`src/rtl/core/bpa_ram.sv`:
```
`timescale 1ns / 1ps
// ----------------------------------------------------------------------------
// bpa_ram
// Generic single-write, single-read RAM with registered read data.
// ----------------------------------------------------------------------------
module bpa_ram #(
  parameter int unsigned WIDTH = 8,
  parameter int unsigned DEPTH = 16
) (
  input  logic                     clk,
  input  logic                     we,
  input  logic [$clog2(DEPTH)-1:0] waddr,
  input  logic [WIDTH-1:0]         wdata,
  input  logic [$clog2(DEPTH)-1:0] raddr,
  output logic [WIDTH-1:0]         rdata
);

  logic [WIDTH-1:0] mem [DEPTH];

  always_ff @(posedge clk) begin
    if (we) begin
      mem[waddr] <= wdata;
    end
    rdata <= mem[raddr];
  end

endmodule

```
`config.mk`:
```
export PLATFORM = sky130hd
export DESIGN_NAME = bpa_ram
export DESIGN_NICKNAME = d
export VERILOG_FILES = /design/src/rtl/core/bpa_ram.sv
export SDC_FILE = /design/constraint.sdc
export NUM_CORES = 1
export LEC_CHECK = 0
export BUFFER_PORTS_ARGS = -buffer_cell sky130_fd_sc_hd__buf_2
export CORE_UTILIZATION = 54
export DETAILED_ROUTE_END_ITERATION = 12
export PLACE_DENSITY = 0.85
export SKIP_CTS_REPAIR_TIMING = 1
export SYNTH_ARGS = -nofsm -noshare
export SYNTH_HDL_FRONTEND = slang
export SYNTH_SLANG_ARGS = --single-unit
export TNS_END_PERCENT = 30
```
`constraint.sdc`:
```
create_clock -name clk -period 1.7 [get_ports clk]
set_clock_uncertainty 0.05 [all_clocks]
set_input_delay 0.17 -clock clk [delete_from_list [all_inputs] [get_ports clk]]
set_output_delay 0.17 -clock clk [all_outputs]
set_load 0.005 [all_outputs]
```
==> metrics.txt, run 1 <==
Post-Syn Area=5150 µm²; n_diodes=0; Max clock buf depth=2; Slowest-stage cell, CP=mux4_1; ys flop type=edfxtp_1; leading cell type in the layout, fill and taps excluded=edfxtp_1; vias in the first global route=approximately 2600; die area=9930 µm²; Setup crit end kind=flop; RSZ-0062 raised after global routing=no; critical path's largest stage delay=550 ps; final cycle utilization of the critical path=88.0%; Storage cell area=4000 µm²; grt ovf=0; Die Ht=99.6 µm; largest net degree at the start of global routing=33; leak pwr=2.11 nW; Post-synth ARST share=0%; post-synthesis cell type count=19; commonest non-fill, non-tap cells in the layout=128 x edfxtp_1, 25 x buf_2, 19 x buf_4; Remaining DRCs=0; CTS Root Cell=clkbuf_8; Crit path required time=2040 ps; Slew Limit Fails=0; hold path depth=1; Slew headroom=between 50% and 60%; Yosys reg bits=about 140; Filler cells=559; Critical R2R Launch=mem[2][3]$_DFFE_PP_; initial DRC count=239; syn_nets=between 200 and 250; Max IR drop VDD=roughly 0.00085 V; wire length of the first global-routing pass=15.5 mm; post-layout min period=roughly 1500 ps; all-layer global routing usage=a little under a quarter; footprint of the multi-input gates=1060 µm²; Syn Inst Count=around 230; DRT Pass-1 Iters=4; Fin. Hold Viols=0; CP Max Fanout=1; Final ANT Viol Nets=0; EDFF count, synth=roughly 130; Clock Latency Late Sink=between 500 and 600 ps; crit-path cells=mux4_1, a22oi_1, nand2_1; Port-buffer cells=25; Via Count=between 2000 and 3000; Die Wd=99.6 µm; Via density=5.86; CTS H-tree lvls=4; initial antenna violation count=0; CTS sink count=136; layout cells sized above 1=31.5%; Worst setup SP type=flop; WP buf/inv=0; synthesized area per cell=22.5 µm²; R2R setup slack=around 200 ps; status=complete, no violations; Fmax achieved=between 0.6 and 0.7 GHz; Setup CP Type=flop to flop; arrival time at the worst endpoint=1840 ps; Hold Path Class=input port to flop; post-place setup slack=54.7 ps; Top delay family on crit path=multiplexers; NumNets Final=310; Power Density=1230 nW/µm²; measured slew at the worst slew-check pin=638 ps; io pins=26; GP Congestion=0.779; Initial Utilization=55.7%; TNS Setup=0 ps; Area Overhead vs Synth=20.3%; Max Cap Viol=0; Final Setup Violations=0; CTS buffer count=17; CTS clk-pin slew, worst paths=60 ps; CTS tree=yes; yosys warns=0; Cell Rows=35; hold_sp=wdata[7]; drt total wl=~10 mm; Worst Hold End=mem[15][7]$_DFFE_PP_; core area=9240 µm²; fin worst setup slack=205 ps; reg-to-reg endpoint=rdata[3]$_DFF_P_; r2r worst-path depth=3; drt wl/cell=23.7 µm; Seq/Total Area, Yosys=77.8%; post-DP HPWL=~6.4 mm
[cells in the mapped netlist (all sizes together), types with 2 or more instances]
library cell   count  share of area, %
mux4              32                15
clkdlybuf4s25      3              0.58
a22oi             16               2.3
nor3               4              0.39
edfxtp           128                75
dfxtp              8               3.1
buf                7               1.1
nand2              9              0.66
nand3b             2              0.29
nor2              13              0.95
nand2b             2              0.24
[state kept, by name, summed over array words and instances (netlist names)]
| name | flops |
|---|---|
| rdata | 8 |
| mem | 128 |
[kinds of logic (layout without fill, tap and decap cells)]
logic type      after synthesis  after routing  share of synthesized area (%)
flops                       136            136                           77.8
buf+inv                      10             86                           1.68
mux                          32             32                           15.0
simple gates                 35             35                           3.18
compound gates               16             16                           2.33
[routing by layer]
metal / share of wire [%] / global-route usage, % / up-vias
li1: - / - / 1103
met1: 41 / 29.8 / 1301
met2: 50 / 37.1 / 119
met3: 6.2 / 5.27 / 22
met4: 2.7 / 12.1 / 0
met5: 0 / 0 / -
[power breakdown]
part           internal, W  switching [W]
clock              0.00210        0.00137
sequential         0.00375      0.0000252
combinational     0.000168       0.000200
[metrics by stage]
stage,instance area (µm²),std cells,hold slack (ps),util [%],power (W)
final,6190,434,12.5,67.0,0.00761
after global routing,6190,434,3.13,67.0,0.00781
after CTS,6120,427,-33.3,66.3,0.00764
after detailed placement,5560,395,495,60.1,0.00419
after global placement,5560,395,495,60.1,0.00417
after floorplan,5150,229,219,-,0.00403
[area by class of cell]
cell class / count / area share [%]
timing repair buffer: 54 / 6.43
tap: 129 / 2.61
multi-input combinational: 83 / 17.2
sequential: 136 / 64.7
clock inverter: 13 / 2.34
clock buffer: 19 / 6.81
[worst max-delay path by stage]
stage,from,to,slack (ps),depth (start not counted)
after global placement,raddr[0],rdata[2]$_DFF_P_,60,5
after floorplan,waddr[2],mem[3][0]$_DFFE_PP_,210,2
after CTS,mem[2][3]$_DFFE_PP_,rdata[3]$_DFF_P_,220,3
final,mem[2][3]$_DFFE_PP_,rdata[3]$_DFF_P_,200,3
after detailed placement,raddr[0],rdata[2]$_DFF_P_,50,5
after global routing,mem[2][3]$_DFFE_PP_,rdata[3]$_DFF_P_,210,3
Note: power is estimated with default switching activity, not from simulation.
==> run 2, diff against run 1 <==
--- a/config.mk
+++ b/config.mk
@@ -6,10 +6,12 @@
 export NUM_CORES = 1
 export LEC_CHECK = 0
 export BUFFER_PORTS_ARGS = -buffer_cell sky130_fd_sc_hd__buf_2
-export CORE_UTILIZATION = 54
+export CORE_UTILIZATION = 60
 export DETAILED_ROUTE_END_ITERATION = 12
-export PLACE_DENSITY = 0.85
+export PLACE_DENSITY = 0.89
+export REMOVE_ABC_BUFFERS = 1
 export SKIP_CTS_REPAIR_TIMING = 1
+export SLEW_MARGIN = 20
 export SYNTH_ARGS = -nofsm -noshare
 export SYNTH_HDL_FRONTEND = slang
 export SYNTH_SLANG_ARGS = --single-unit
==> constraint.sdc (replaced) <==
create_clock -name clk -period 1.55 [get_ports clk]
set_clock_uncertainty 0.05 [all_clocks]
set_input_delay 0.155 -clock clk [delete_from_list [all_inputs] [get_ports clk]]
set_output_delay 0.155 -clock clk [all_outputs]
set_load 0.005 [all_outputs]
==> run 2 against run 1 <==
  * Clock-buffer cell count stayed put
  * Sequential share of layout area is 0.16 points lower
  * Worst hold slack better by 140 ps
  * Global-route usage is 1.7 points higher
  * Utilization is 8.2 points higher
  * Via count is 0.75% higher
  * Design area is 0.24% higher
  * Wire length is 4.1% lower
  * Combinational power is 9.5% higher
  * Setup slack worse by 180 ps
  * Cell count is 4.4% lower
  * Sequential power is 9.8% higher
  * Largest cell class unchanged
  * Largest power group unchanged
==> metrics.txt, run 2 (synthesized netlist as in run 1, its figures left out) <==
Cell Rows=33; Top Metal Used=met4; Slew Limit Fails=0; largest net degree at the start of global routing=33; leading cell type in the layout, fill and taps excluded=edfxtp_1; Max IR drop VDD=0.000868 V; reg-to-reg endpoint=rdata[5]$_DFF_P_; CTS H-tree lvls=4; hold path depth=3; CP Max Fanout=1; Top delay family on crit path=multiplexers; wire length of the first global-routing pass=about 15 mm; Via Count=2564; core area=8260 µm²; all-layer global routing usage=24.8%; post-DP HPWL=5.76 mm; max FFs per register=128; origin of the worst setup path=mem[0][5]$_DFFE_PP_; Stages on worst setup path=3; vias in the first global route=2599; Slowest-stage cell, CP=mux4_1; Worst setup SP type=flop; initial DRC count=218; Port-buffer cells=25; Area Overhead vs Synth=20.6%; Hold Path Class=input port to flop; leak pwr=2.16 nW; measured slew at the worst slew-check pin=434 ps; Max clock buf depth=2; Final Cell Area=6210 µm²; Crit path required time=1880 ps; WP buf/inv=0; Post-DP Area=roughly 5600 µm²; Util after Layout=75.2%; GP Congestion=0.748; NumNets Final=315; arrival time at the worst endpoint=1850 ps; grt ovf=0; Via density=between 6 and 7; DRT Pass-1 Iters=5; Worst Hold End=mem[8][0]$_DFFE_PP_; Setup crit end kind=flop; Final ANT Viol Nets=0; drt total wl=9.88 mm; Initial Utilization=62.3%; crit-path cells=mux4_1, a22oi_1, nand2_1; WL met3=695 µm; Power Density=1350 nW/µm²; CTS sink count=136; Die Ht=94.6 µm; drt wl/cell=23.8 µm; n_diodes=0; Clock Latency Late Sink=roughly 510 ps; Remaining DRCs=0; CTS clk-pin slew, worst paths=roughly 60 ps; CTS buffer count=17; layout cells sized above 1=31.9%; critical path's largest stage delay=560 ps; final cycle utilization of the critical path=98.1%; Final Setup Violations=0; status=complete, no violations; met2 WL=4.95 mm; io pins=26; total power=~0.0084 W; Fin. Hold Viols=0; hold_sp=waddr[0]; R2R setup slack=30 ps; registers with the most flip-flops=mem: 128 flops, rdata: 8 flops; commonest non-fill, non-tap cells in the layout=128 x edfxtp_1, 25 x buf_2, 23 x buf_4; CTS Root Cell=clkbuf_8; r2r worst-path depth=3; Top reg by flops=mem; Die Wd=94.6 µm; post-layout min period=approximately 1500 ps; Fmax achieved=0.658 GHz; Max Cap Viol=0; initial antenna violation count=0; Setup CP Type=flop to flop; RSZ-0062 raised after global routing=no; die area=8950 µm²; wl on met1=slightly below 4 mm; Critical R2R Launch=mem[0][5]$_DFFE_PP_; Filler cells=434; CTS tree=yes; Slew headroom=71.1%
-- run 2: metal layers --
layer | GRT usage [%] | vias to the layer above
met4 | 11.6 | 0
met3 | 7.57 | 23
met2 | 39.0 | 129
met1 | 32.0 | 1304
met5 | 0 | -
li1 | - | 1108
-- run 2: per-stage QoR --
step	instances	setup TNS [ps]	hold slack (ps)	worst slack [ps]
finish	415	0	149	29.5
global route	415	0	162	14.3
CTS	407	0	-47.4	44.5
detailed placement	375	-266	481	-113
global placement	375	-64.6	481	-29.2
floorplan	219	-1180	204	-148
-- run 2: worst max-delay path by stage --
| stage | endpoint |
|---|---|
| after floorplan | mem[0][0]$_DFFE_PP_ |
| after global placement | rdata[5]$_DFF_P_ |
| after detailed placement | rdata[5]$_DFF_P_ |
| after CTS | rdata[5]$_DFF_P_ |
| after global routing | rdata[5]$_DFF_P_ |
| final | rdata[5]$_DFF_P_ |
-- run 2: area by class of cell --
type | instances | area (µm²) | share of cell area [%]
timing repair buffer | 59 | 438 | 7.06
multi-input combinational | 83 | 1060 | 17.0
tap | 105 | 131 | 2.12
clock inverter | 13 | 155 | 2.50
sequential | 136 | 4000 | 64.5
clock buffer | 19 | 422 | 6.79
-- run 2: worst min-delay path: cells and delay by family --
kind | cells | cell delay (ps)
buf+inv | 2 | 320
simple gates | 1 | 60
-- run 2: report_power, final --
| group | switching (W) | total (W) | internal (W) | leakage [nW] |
|---|---|---|---|---|
| Combinational | 0.000213 | 0.000403 | 0.000190 | 0.654 |
| Clock | 0.00142 | 0.00385 | 0.00243 | 0.279 |
| Sequential | 0.0000298 | 0.00414 | 0.00411 | 1.22 |
| Total | 0.00166 | 0.00840 | 0.00674 | 2.16 |
